$ cat config.mk
export PLATFORM = sky130hd
export DESIGN_NAME = rtc_sample_to_unix_time_core
export DESIGN_NICKNAME = d
export VERILOG_FILES = /design/src/hdl/rstu_pkg.sv /design/src/hdl/rstu_decode.sv /design/src/hdl/rstu_calendar.sv /design/src/hdl/rstu_epoch.sv /design/src/hdl/rtc_sample_to_unix_time_core.sv
export SDC_FILE = /design/constraint.sdc
export NUM_CORES = 1
export LEC_CHECK = 0
export BUFFER_PORTS_ARGS = -buffer_cell sky130_fd_sc_hd__clkbuf_2
export CAP_MARGIN = 10
export CORE_MARGIN = 5
export CORE_UTILIZATION = 55
export DETAILED_ROUTE_END_ITERATION = 12
export GPL_TIMING_DRIVEN = 1
export PLACE_DENSITY = 0.73
export REMOVE_ABC_BUFFERS = 1
export SETUP_SLACK_MARGIN = 0.3
export SLEW_MARGIN = 30
export SYNTH_ARGS = -nofsm -noshare
export SYNTH_HDL_FRONTEND = slang
export SYNTH_SLANG_ARGS = --single-unit
$ cat constraint.sdc
create_clock -name clk -period 13.1 [get_ports clk]
set_input_delay 1.965 -clock clk [delete_from_list [all_inputs] [get_ports clk]]
set_output_delay 1.965 -clock clk [all_outputs]
set_load 0.02 [all_outputs]
$ cat src/hdl/rstu_pkg.sv
`timescale 1ns / 1ps
`default_nettype none
// ----------------------------------------------------------------------------
// rstu_pkg: shared types, constants and helpers
// Sample and result payloads, stage records and the calendar tables of the
// cmos rtc sample to unix time converter.
// ----------------------------------------------------------------------------
package rstu_pkg;

  // status b bit positions
  localparam int SB_INHIBIT_BIT = 7;
  localparam int SB_BINARY_BIT  = 2;
  localparam int SB_H24_BIT     = 1;

  // result status codes
  localparam logic [1:0] ST_OK      = 2'd0;
  localparam logic [1:0] ST_INVALID = 2'd1;
  localparam logic [1:0] ST_RANGE   = 2'd2;

  localparam logic [14:0] YEAR_MIN     = 15'd1970;
  localparam logic [13:0] YEAR_CAP     = 14'd9999;
  localparam logic [13:0] MAX_YEAR_RST = 14'd2099;

  typedef struct packed {
    logic [7:0] mode_status;
    logic [7:0] second_byte;
    logic [7:0] minute_byte;
    logic [7:0] hour_byte;
    logic [7:0] weekday_byte;
    logic [7:0] day_byte;
    logic [7:0] month_byte;
    logic [7:0] year_byte;
    logic [7:0] century_byte;
  } sample_t;

  typedef struct packed {
    logic [1:0]  status;
    logic [13:0] year_out;
    logic [3:0]  month_out;
    logic [4:0]  day_out;
    logic [4:0]  hour_out;
    logic [5:0]  minute_out;
    logic [5:0]  second_out;
    logic [2:0]  weekday_out;
    logic [37:0] unix_seconds;
  } result_t;

  // decoded sample, after the first stage
  typedef struct packed {
    logic       early_bad;
    logic [7:0] sec;
    logic [7:0] min;
    logic [4:0] hour;
    logic [7:0] wd;
    logic [7:0] day;
    logic [7:0] mon;
    logic [7:0] yr;
    logic [7:0] cen;
  } dec_t;

  // checked calendar fields and day count
  typedef struct packed {
    logic [1:0]  status;
    logic [13:0] year;
    logic [3:0]  mon;
    logic [4:0]  day;
    logic [4:0]  hour;
    logic [5:0]  min;
    logic [5:0]  sec;
    logic [2:0]  wd;
    logic [21:0] days;
    logic [16:0] tod;
  } cal_t;

  function automatic logic bcd_ok(input logic [7:0] b);
    return (b[7:4] <= 4'd9) && (b[3:0] <= 4'd9);
  endfunction

  function automatic logic [7:0] bcd_val(input logic [7:0] b);
    logic [7:0] hi;
    hi = {4'd0, b[7:4]};
    return (hi << 3) + (hi << 1) + {4'd0, b[3:0]};
  endfunction

  // days before the first of month m (1..12), common year
  function automatic logic [8:0] days_before(input logic [3:0] m);
    logic [8:0] d;
    case (m)
      4'd1:    d = 9'd0;
      4'd2:    d = 9'd31;
      4'd3:    d = 9'd59;
      4'd4:    d = 9'd90;
      4'd5:    d = 9'd120;
      4'd6:    d = 9'd151;
      4'd7:    d = 9'd181;
      4'd8:    d = 9'd212;
      4'd9:    d = 9'd243;
      4'd10:   d = 9'd273;
      4'd11:   d = 9'd304;
      4'd12:   d = 9'd334;
      default: d = 9'd0;
    endcase
    return d;
  endfunction

  // length of month m (1..12), common year
  function automatic logic [4:0] month_len(input logic [3:0] m);
    logic [4:0] d;
    case (m)
      4'd2:    d = 5'd28;
      4'd4:    d = 5'd30;
      4'd6:    d = 5'd30;
      4'd9:    d = 5'd30;
      4'd11:   d = 5'd30;
      default: d = 5'd31;
    endcase
    return d;
  endfunction

endpackage
`default_nettype wire

$ cat src/hdl/rstu_decode.sv
`timescale 1ns / 1ps
`default_nettype none
// ----------------------------------------------------------------------------
// rstu_decode: raw register decode stage
// Bcd or binary decode of the raw bytes, 12/24-hour conversion and the
// inhibit, digit and hour checks.
// ----------------------------------------------------------------------------
module rstu_decode (
  input  logic            clk,
  input  logic            rst,
  input  logic            in_valid,
  input  rstu_pkg::sample_t sample,
  output logic            out_valid,
  output rstu_pkg::dec_t  dec
);
  import rstu_pkg::*;

  logic       inhibit, binary, h24, pm;
  logic [7:0] hr_raw;
  logic       digits_bad, hour_bad;
  logic [7:0] hr_v;
  logic [4:0] hour12;
  dec_t       dec_next;

  always_comb begin
    inhibit = sample.mode_status[SB_INHIBIT_BIT];
    binary  = sample.mode_status[SB_BINARY_BIT];
    h24     = sample.mode_status[SB_H24_BIT];
    pm      = sample.hour_byte[7];
    hr_raw  = {1'b0, sample.hour_byte[6:0]};

    digits_bad = !(bcd_ok(sample.second_byte) && bcd_ok(sample.minute_byte) &&
                   bcd_ok(hr_raw) && bcd_ok(sample.weekday_byte) &&
                   bcd_ok(sample.day_byte) && bcd_ok(sample.month_byte) &&
                   bcd_ok(sample.year_byte) && bcd_ok(sample.century_byte));

    dec_next.sec = binary ? sample.second_byte  : bcd_val(sample.second_byte);
    dec_next.min = binary ? sample.minute_byte  : bcd_val(sample.minute_byte);
    hr_v         = binary ? hr_raw              : bcd_val(hr_raw);
    dec_next.wd  = binary ? sample.weekday_byte : bcd_val(sample.weekday_byte);
    dec_next.day = binary ? sample.day_byte     : bcd_val(sample.day_byte);
    dec_next.mon = binary ? sample.month_byte   : bcd_val(sample.month_byte);
    dec_next.yr  = binary ? sample.year_byte    : bcd_val(sample.year_byte);
    dec_next.cen = binary ? sample.century_byte : bcd_val(sample.century_byte);

    // twelve o'clock am is hour zero, pm adds twelve
    hour12 = ((hr_v == 8'd12) ? 5'd0 : hr_v[4:0]) + (pm ? 5'd12 : 5'd0);
    if (h24) begin
      hour_bad      = pm || (hr_v > 8'd23);
      dec_next.hour = hr_v[4:0];
    end else begin
      hour_bad      = (hr_v == 8'd0) || (hr_v > 8'd12);
      dec_next.hour = hour12;
    end

    dec_next.early_bad = inhibit || (!binary && digits_bad) || hour_bad;
  end

  always_ff @(posedge clk) begin
    if (rst) begin
      out_valid <= 1'b0;
    end else begin
      out_valid <= in_valid;
    end
  end

  always_ff @(posedge clk) begin
    dec <= dec_next;
  end

endmodule
`default_nettype wire

$ cat src/hdl/rstu_calendar.sv
`timescale 1ns / 1ps
`default_nettype none
// ----------------------------------------------------------------------------
// rstu_calendar: year, range, leap and day count stages
// Three stages: full year and field checks, range check with the /100
// reciprocal product, then leap year, day of month check and day count.
// ----------------------------------------------------------------------------
module rstu_calendar (
  input  logic           clk,
  input  logic           rst,
  input  logic [13:0]    max_year,
  input  logic           in_valid,
  input  rstu_pkg::dec_t dec,
  output logic           out_valid,
  output rstu_pkg::cal_t cal
);
  import rstu_pkg::*;

  typedef struct packed {
    logic        early_bad;
    logic        field_bad;
    logic [14:0] year;
    logic [3:0]  mon;
    logic [4:0]  day;
    logic [4:0]  hour;
    logic [5:0]  min;
    logic [5:0]  sec;
    logic [2:0]  wd;
  } yr_t;

  typedef struct packed {
    logic        early_bad;
    logic        field_bad;
    logic        range_bad;
    logic [14:0] year;
    logic [14:0] ym1;
    logic [27:0] prod;
    logic [21:0] yoff365;
    logic [8:0]  dbm;
    logic [4:0]  mlen;
    logic [3:0]  mon;
    logic [4:0]  day;
    logic [4:0]  hour;
    logic [5:0]  min;
    logic [5:0]  sec;
    logic [2:0]  wd;
  } rng_t;

  logic  s2_valid, s3_valid;
  yr_t   s2, s2_next;
  rng_t  s3, s3_next;
  cal_t  cal_next;

  logic [13:0] limit;
  logic [12:0] yoff;
  logic [8:0]  qm;
  logic [14:0] rm_full;
  logic [6:0]  rm;
  logic        leap, day_bad;
  logic [4:0]  dim;

  // full year and the checks that need no year
  always_comb begin
    s2_next.early_bad = dec.early_bad;
    // a day above 31 would wrap in the five-bit field, so it is caught here
    s2_next.field_bad = (dec.mon == 8'd0) || (dec.mon > 8'd12) || (dec.day == 8'd0) ||
                        (dec.day > 8'd31) ||
                        (dec.min > 8'd59) || (dec.sec > 8'd59) ||
                        (dec.wd == 8'd0) || (dec.wd > 8'd7);
    s2_next.year = ({7'd0, dec.cen} * 15'd100) + {7'd0, dec.yr};
    s2_next.mon  = dec.mon[3:0];
    s2_next.day  = dec.day[4:0];
    s2_next.hour = dec.hour;
    s2_next.min  = dec.min[5:0];
    s2_next.sec  = dec.sec[5:0];
    s2_next.wd   = dec.wd[2:0];
  end

  // range check, year offset product and (year - 1) / 100 reciprocal
  always_comb begin
    limit = (max_year > YEAR_CAP) ? YEAR_CAP : max_year;
    yoff  = 13'(s2.year - YEAR_MIN);
    s3_next.early_bad = s2.early_bad;
    s3_next.field_bad = s2.field_bad;
    s3_next.range_bad = (s2.year < YEAR_MIN) || (s2.year > {1'b0, limit});
    s3_next.year    = s2.year;
    s3_next.ym1     = s2.year - 15'd1;
    s3_next.prod    = {13'd0, s3_next.ym1} * 28'd5243;
    s3_next.yoff365 = {9'd0, yoff} * 22'd365;
    s3_next.dbm     = days_before(s2.mon);
    s3_next.mlen    = month_len(s2.mon);
    s3_next.mon     = s2.mon;
    s3_next.day     = s2.day;
    s3_next.hour    = s2.hour;
    s3_next.min     = s2.min;
    s3_next.sec     = s2.sec;
    s3_next.wd      = s2.wd;
  end

  // leap year, day of month check, day count since the epoch
  always_comb begin
    qm      = s3.prod[27:19];
    rm_full = s3.ym1 - ({6'd0, qm} * 15'd100);
    rm      = rm_full[6:0];
    // year % 100 == 0 exactly when (year - 1) % 100 == 99
    leap    = (s3.year[1:0] == 2'b00) && ((rm != 7'd99) || (qm[1:0] == 2'b11));
    dim     = (s3.mon == 4'd2 && leap) ? 5'd29 : s3.mlen;
    day_bad = s3.day > dim;

    if (s3.early_bad) begin
      cal_next.status = ST_INVALID;
    end else if (s3.range_bad) begin
      cal_next.status = ST_RANGE;
    end else if (s3.field_bad || day_bad) begin
      cal_next.status = ST_INVALID;
    end else begin
      cal_next.status = ST_OK;
    end

    // leaps through 1969 is 477, and one more for day - 1
    cal_next.days = s3.yoff365 + {9'd0, s3.ym1[14:2]} + {15'd0, qm[8:2]} +
                    {13'd0, s3.dbm} + {21'd0, (leap && s3.mon > 4'd2)} +
                    {17'd0, s3.day} - {13'd0, qm} - 22'd478;
    cal_next.tod  = ({12'd0, s3.hour} * 17'd3600) + ({11'd0, s3.min} * 17'd60) +
                    {11'd0, s3.sec};
    cal_next.year = s3.year[13:0];
    cal_next.mon  = s3.mon;
    cal_next.day  = s3.day;
    cal_next.hour = s3.hour;
    cal_next.min  = s3.min;
    cal_next.sec  = s3.sec;
    cal_next.wd   = s3.wd;
  end

  always_ff @(posedge clk) begin
    if (rst) begin
      s2_valid  <= 1'b0;
      s3_valid  <= 1'b0;
      out_valid <= 1'b0;
    end else begin
      s2_valid  <= in_valid;
      s3_valid  <= s2_valid;
      out_valid <= s3_valid;
    end
  end

  always_ff @(posedge clk) begin
    s2  <= s2_next;
    s3  <= s3_next;
    cal <= cal_next;
  end

endmodule
`default_nettype wire

$ cat src/hdl/rstu_epoch.sv
`timescale 1ns / 1ps
`default_nettype none
// ----------------------------------------------------------------------------
// rstu_epoch: seconds since the epoch and result register
// Day count times 86400 in one stage, time of day added and failed
// samples zeroed in the output stage.
// ----------------------------------------------------------------------------
module rstu_epoch (
  input  logic              clk,
  input  logic              rst,
  input  logic              in_valid,
  input  rstu_pkg::cal_t    cal,
  output logic              out_valid,
  output rstu_pkg::result_t result
);
  import rstu_pkg::*;

  logic        s5_valid;
  cal_t        s5;
  logic [38:0] day_secs, day_secs_next;
  logic [37:0] secs;
  result_t     result_next;

  assign day_secs_next = {17'd0, cal.days} * 39'd86400;

  always_comb begin
    secs = day_secs[37:0] + {21'd0, s5.tod};
    result_next = '0;
    result_next.status = s5.status;
    if (s5.status == ST_OK) begin
      result_next.year_out     = s5.year;
      result_next.month_out    = s5.mon;
      result_next.day_out      = s5.day;
      result_next.hour_out     = s5.hour;
      result_next.minute_out   = s5.min;
      result_next.second_out   = s5.sec;
      result_next.weekday_out  = s5.wd;
      result_next.unix_seconds = secs;
    end
  end

  always_ff @(posedge clk) begin
    if (rst) begin
      s5_valid  <= 1'b0;
      out_valid <= 1'b0;
    end else begin
      s5_valid  <= in_valid;
      out_valid <= s5_valid;
    end
  end

  always_ff @(posedge clk) begin
    s5       <= cal;
    day_secs <= day_secs_next;
    result   <= result_next;
  end

endmodule
`default_nettype wire

$ cat src/hdl/rtc_sample_to_unix_time_core.sv
`timescale 1ns / 1ps
`default_nettype none
// ----------------------------------------------------------------------------
// rtc_sample_to_unix_time_core: cmos rtc sample to unix seconds
// Decodes one raw rtc register sample into checked calendar fields and the
// seconds elapsed since 1970-01-01 00:00:00.
// ----------------------------------------------------------------------------
// A sample is taken on every clock edge where start is high and busy is low;
// busy is high only while rst is asserted, so one sample can be started in
// every cycle. Each sample comes back as a result with done high for a
// single cycle; there is no way to hold results off, so the receiver must
// take every transfer as it comes. The result passes through six register
// stages: decode, full year, range check with the /100 reciprocal product,
// leap and day count, the 86400 multiply, and the final add into the result
// register. cfg_ready is always high; max_year should only be written while
// no sample is in flight.
// ----------------------------------------------------------------------------
module rtc_sample_to_unix_time_core (
  input  logic              clk,
  input  logic              rst,
  // sample channel
  input  logic              start,
  output logic              busy,
  input  rstu_pkg::sample_t sample,
  // max_year register write
  input  logic              cfg_valid,
  output logic              cfg_ready,
  input  logic [13:0]       cfg_data,
  // result channel
  output logic              done,
  output rstu_pkg::result_t result
);
  import rstu_pkg::*;

  logic [13:0] max_year_reg;
  logic        in_valid;
  logic        dec_valid, cal_valid;
  dec_t        dec;
  cal_t        cal;

  // samples are refused only during reset
  assign busy      = rst;
  assign cfg_ready = 1'b1;
  assign in_valid  = start && !busy;

  // year limit register, written by a config transfer
  always_ff @(posedge clk) begin
    if (rst) begin
      max_year_reg <= MAX_YEAR_RST;
    end else if (cfg_valid && cfg_ready) begin
      max_year_reg <= cfg_data;
    end
  end

  // stage 1: byte decode and hour handling
  rstu_decode u_decode (
    .clk       (clk),
    .rst       (rst),
    .in_valid  (in_valid),
    .sample    (sample),
    .out_valid (dec_valid),
    .dec       (dec)
  );

  // stages 2 to 4: year, range, leap, day count
  rstu_calendar u_calendar (
    .clk       (clk),
    .rst       (rst),
    .max_year  (max_year_reg),
    .in_valid  (dec_valid),
    .dec       (dec),
    .out_valid (cal_valid),
    .cal       (cal)
  );

  // stages 5 and 6: epoch seconds and result register
  rstu_epoch u_epoch (
    .clk       (clk),
    .rst       (rst),
    .in_valid  (cal_valid),
    .cal       (cal),
    .out_valid (done),
    .result    (result)
  );

endmodule
`default_nettype wire

==> results.py <==
metrics = {
    "worst_setup_path": {
        "cp.arrival_ns": 7.87,
        "r2r_start": "u_calendar.s2[29]$_DFF_P_",
        "path_class": "reg -> reg",
        "reg2reg_slack_ns": 5.70,
        "crit_path_end_kind": "flop",
        "startpoint": "u_calendar.s2[29]$_DFF_P_",
        "cp.required_ns": 13.57,
        "critPathMaxFanout": 9,
        "cp-start-kind": "flop",
    },
    "global_route": {
        "grt_usage_pct": 19.7,
        "grt_pass1_vias": 20400,
        "grt_overflow": 0,
        "grt_max_degree": 81,
        "antenna_found_initial": 2,
        "grt_pass1_wl_mm": 95.9,
    },
    "logic_synthesis": {
        "yosys_register_bits": 484,
        "ys_seq_area_share_pct": 32.9,
        "async_reset_ff_share_pct": 0,
        "synth_warnings": 0,
        "synth_ff_type": "dfxtp_1",
        "yosysUniqueCellTypes": 80,
        "synth-edff-count": 0,
        "synth.avg_cell_area_um2": 10.2,
        "synth_area_um2": 29500,
        "synth_cells": 2878,
    },
    "floorplan": {
        "initial_core_util_pct": 55.7,
        "core-area_um2": 52900,
        "dieArea_um2": 58300,
        "pin_count": 176,
        "rows": 84,
        "die_h_um": 241,
        "die_width_um": 241,
    },
    "layout": {
        "largest_reg_flops": 82,
        "nNetsFinal": 3835,
        "final_cell_mix": "inv_1 (504), dfxtp_1 (484), ha_1 (470), fa_1 (221), clkbuf_2 (169)",
        "top_register": "u_calendar.cal",
        "drive_above_1_share_pct": 10.2,
        "syn_to_final_growth_pct": 11.5,
        "antenna_cells": 0,
        "reg.largest.list": "u_calendar.cal x82, u_epoch.result x81, u_decode.dec x62",
        "final_common_cell": "inv_1",
    },
    "hold_path": {
        "hp-class": "reg -> reg",
        "hp-start": "u_calendar.cal_next[81]$_DFF_P_",
    },
    "sta": {
        "slew_violations": 0,
        "final-setup-viol-count": 0,
        "fin_worst_skew_ns": 0.0311,
        "timing.final.crit_share_pct": 56.5,
        "worst_pin_slew_ns": 0.914,
        "hold_violations": 0,
        "setup_tns_ns": 0,
        "max-slew-margin-rel_pct": 38.6,
        "fmax_mhz": 135,
        "post-route-min-period_ns": 7.40,
        "rsz0062_at_grt": "false",
    },
    "placed_design": {
        "place_hpwl_mm": 46.3,
        "port-buffer-count": 169,
        "globalplace.congestion": 0.893,
    },
    "cts": {
        "h-tree-depth": 2,
        "clk_path_buf_depth": 3,
        "cts_buffers": 49,
        "post_cts_resized": 0,
        "cts.reportedPaths.clkPinSlew_ns": 0.07,
        "cts.sinks": 484,
        "root_buffer": "clkbuf_16",
        "worstSkewPairLatency_ns": 0.60,
        "cts_hold_buf": 0,
        "cts_tree": "built",
        "post-cts-setup-buffers": 0,
    },
    "routing": {
        "detail_route.wl_per_cell_um": 15.0,
        "drc": 0,
        "dr.pass1.iters": 4,
        "drtAntennaViolNets": 0,
        "routed_via_density": 5.17,
        "dr.first_iter.drc_count": 904,
        "drt_wl_total_mm": 56.6,
        "via_count": 19600,
    },
    "run": {
        "drv_cap": 0,
    },
    "status": {
        "status": "complete, no violations",
    },
}
[synthesized netlist by cell type (all sizes together), types with 20 or more instances]
master | n | area, um2
a21o | 47 | 353
a21oi | 132 | 668
and2 | 55 | 344
clkbuf | 37 | 139
dfxtp | 484 | 9690
fa | 221 | 4420
ha | 470 | 5880
inv | 504 | 1890
mux2 | 24 | 270
nand2 | 95 | 357
nand2b | 20 | 125
nand3 | 35 | 175
nand4 | 23 | 144
nor2 | 134 | 503
nor2b | 41 | 257
nor3 | 29 | 145
o21a | 22 | 165
o21ai | 100 | 504
xnor2 | 105 | 920
xor2 | 79 | 699
[stage by stage]
stage	std cells	setup slack, ns	utilization [%]	instance area, um2	hold WS, ns
floorplan	2831	6.82	-	29300	0.310
global placement	3691	5.95	58.7	31000	0.310
detailed placement	3691	5.77	58.7	31000	0.312
CTS	3783	5.73	62.2	32900	0.320
global route	3783	5.32	62.2	32900	0.325
finish	3783	5.70	62.2	32900	0.310
[worst max-delay path, stage by stage, from the launching register on]
cell       delay, ns
dfxtp_1         0.42
inv_1           0.32
ha_1            0.24
nor3b_2         0.23
nand2_1         0.13
or3_4           0.36
or3_4           0.37
xor2_2          0.36
clkinv_2        0.22
xnor2_1         0.19
ha_1            0.22
a21o_1          0.15
ha_1            0.27
inv_1           0.04
fa_1            0.48
inv_1           0.06
fa_1            0.53
inv_1           0.05
fa_1            0.53
inv_1           0.04
ha_1            0.32
a21oi_1         0.22
o21ai_0         0.12
a2111oi_0       0.49
a21oi_1         0.28
a211oi_2        0.38
a21oi_1         0.13
xnor2_1         0.14
[cell families after synthesis]
logic type	count (synthesis)	share of synthesized area, %
other	1	0.0127
and+or+nand+nor	496	8.55
AOI/OAI and AO/OA	429	9.46
DFF	484	32.9
xor gates and xnor gates	184	5.49
adders and majority gates	691	35.0
buffers and inverters	552	7.10
muxes	41	1.54
[routing by layer]
layer  wire length [um]  global-route usage (%)
met5                  0                       0
met4               1730                    6.38
met3               2160                    3.20
met2              28200                    34.6
met1              24600                    24.9
[final timing paths]
kind | depth (start not counted) | end
hold reg to reg | 0 | u_calendar.cal[81]$_DFF_P_
hold / removal | 0 | u_calendar.cal[81]$_DFF_P_
setup reg to reg | 27 | u_calendar.qm[8]$_DFF_P_
setup / recovery | 27 | u_calendar.qm[8]$_DFF_P_
[area by class of cell]
cell class	count	area [um2]
sequential	484	9690
multi-input combinational	1842	17700
fill	4250	20000
inverter	505	1900
timing repair buffer	172	868
clock buffer	59	1330
clock inverter	33	522
tap	688	861
Power is not shown: default switching activity piles up to over one toggle a cycle in this logic, so the estimate is an artifact.
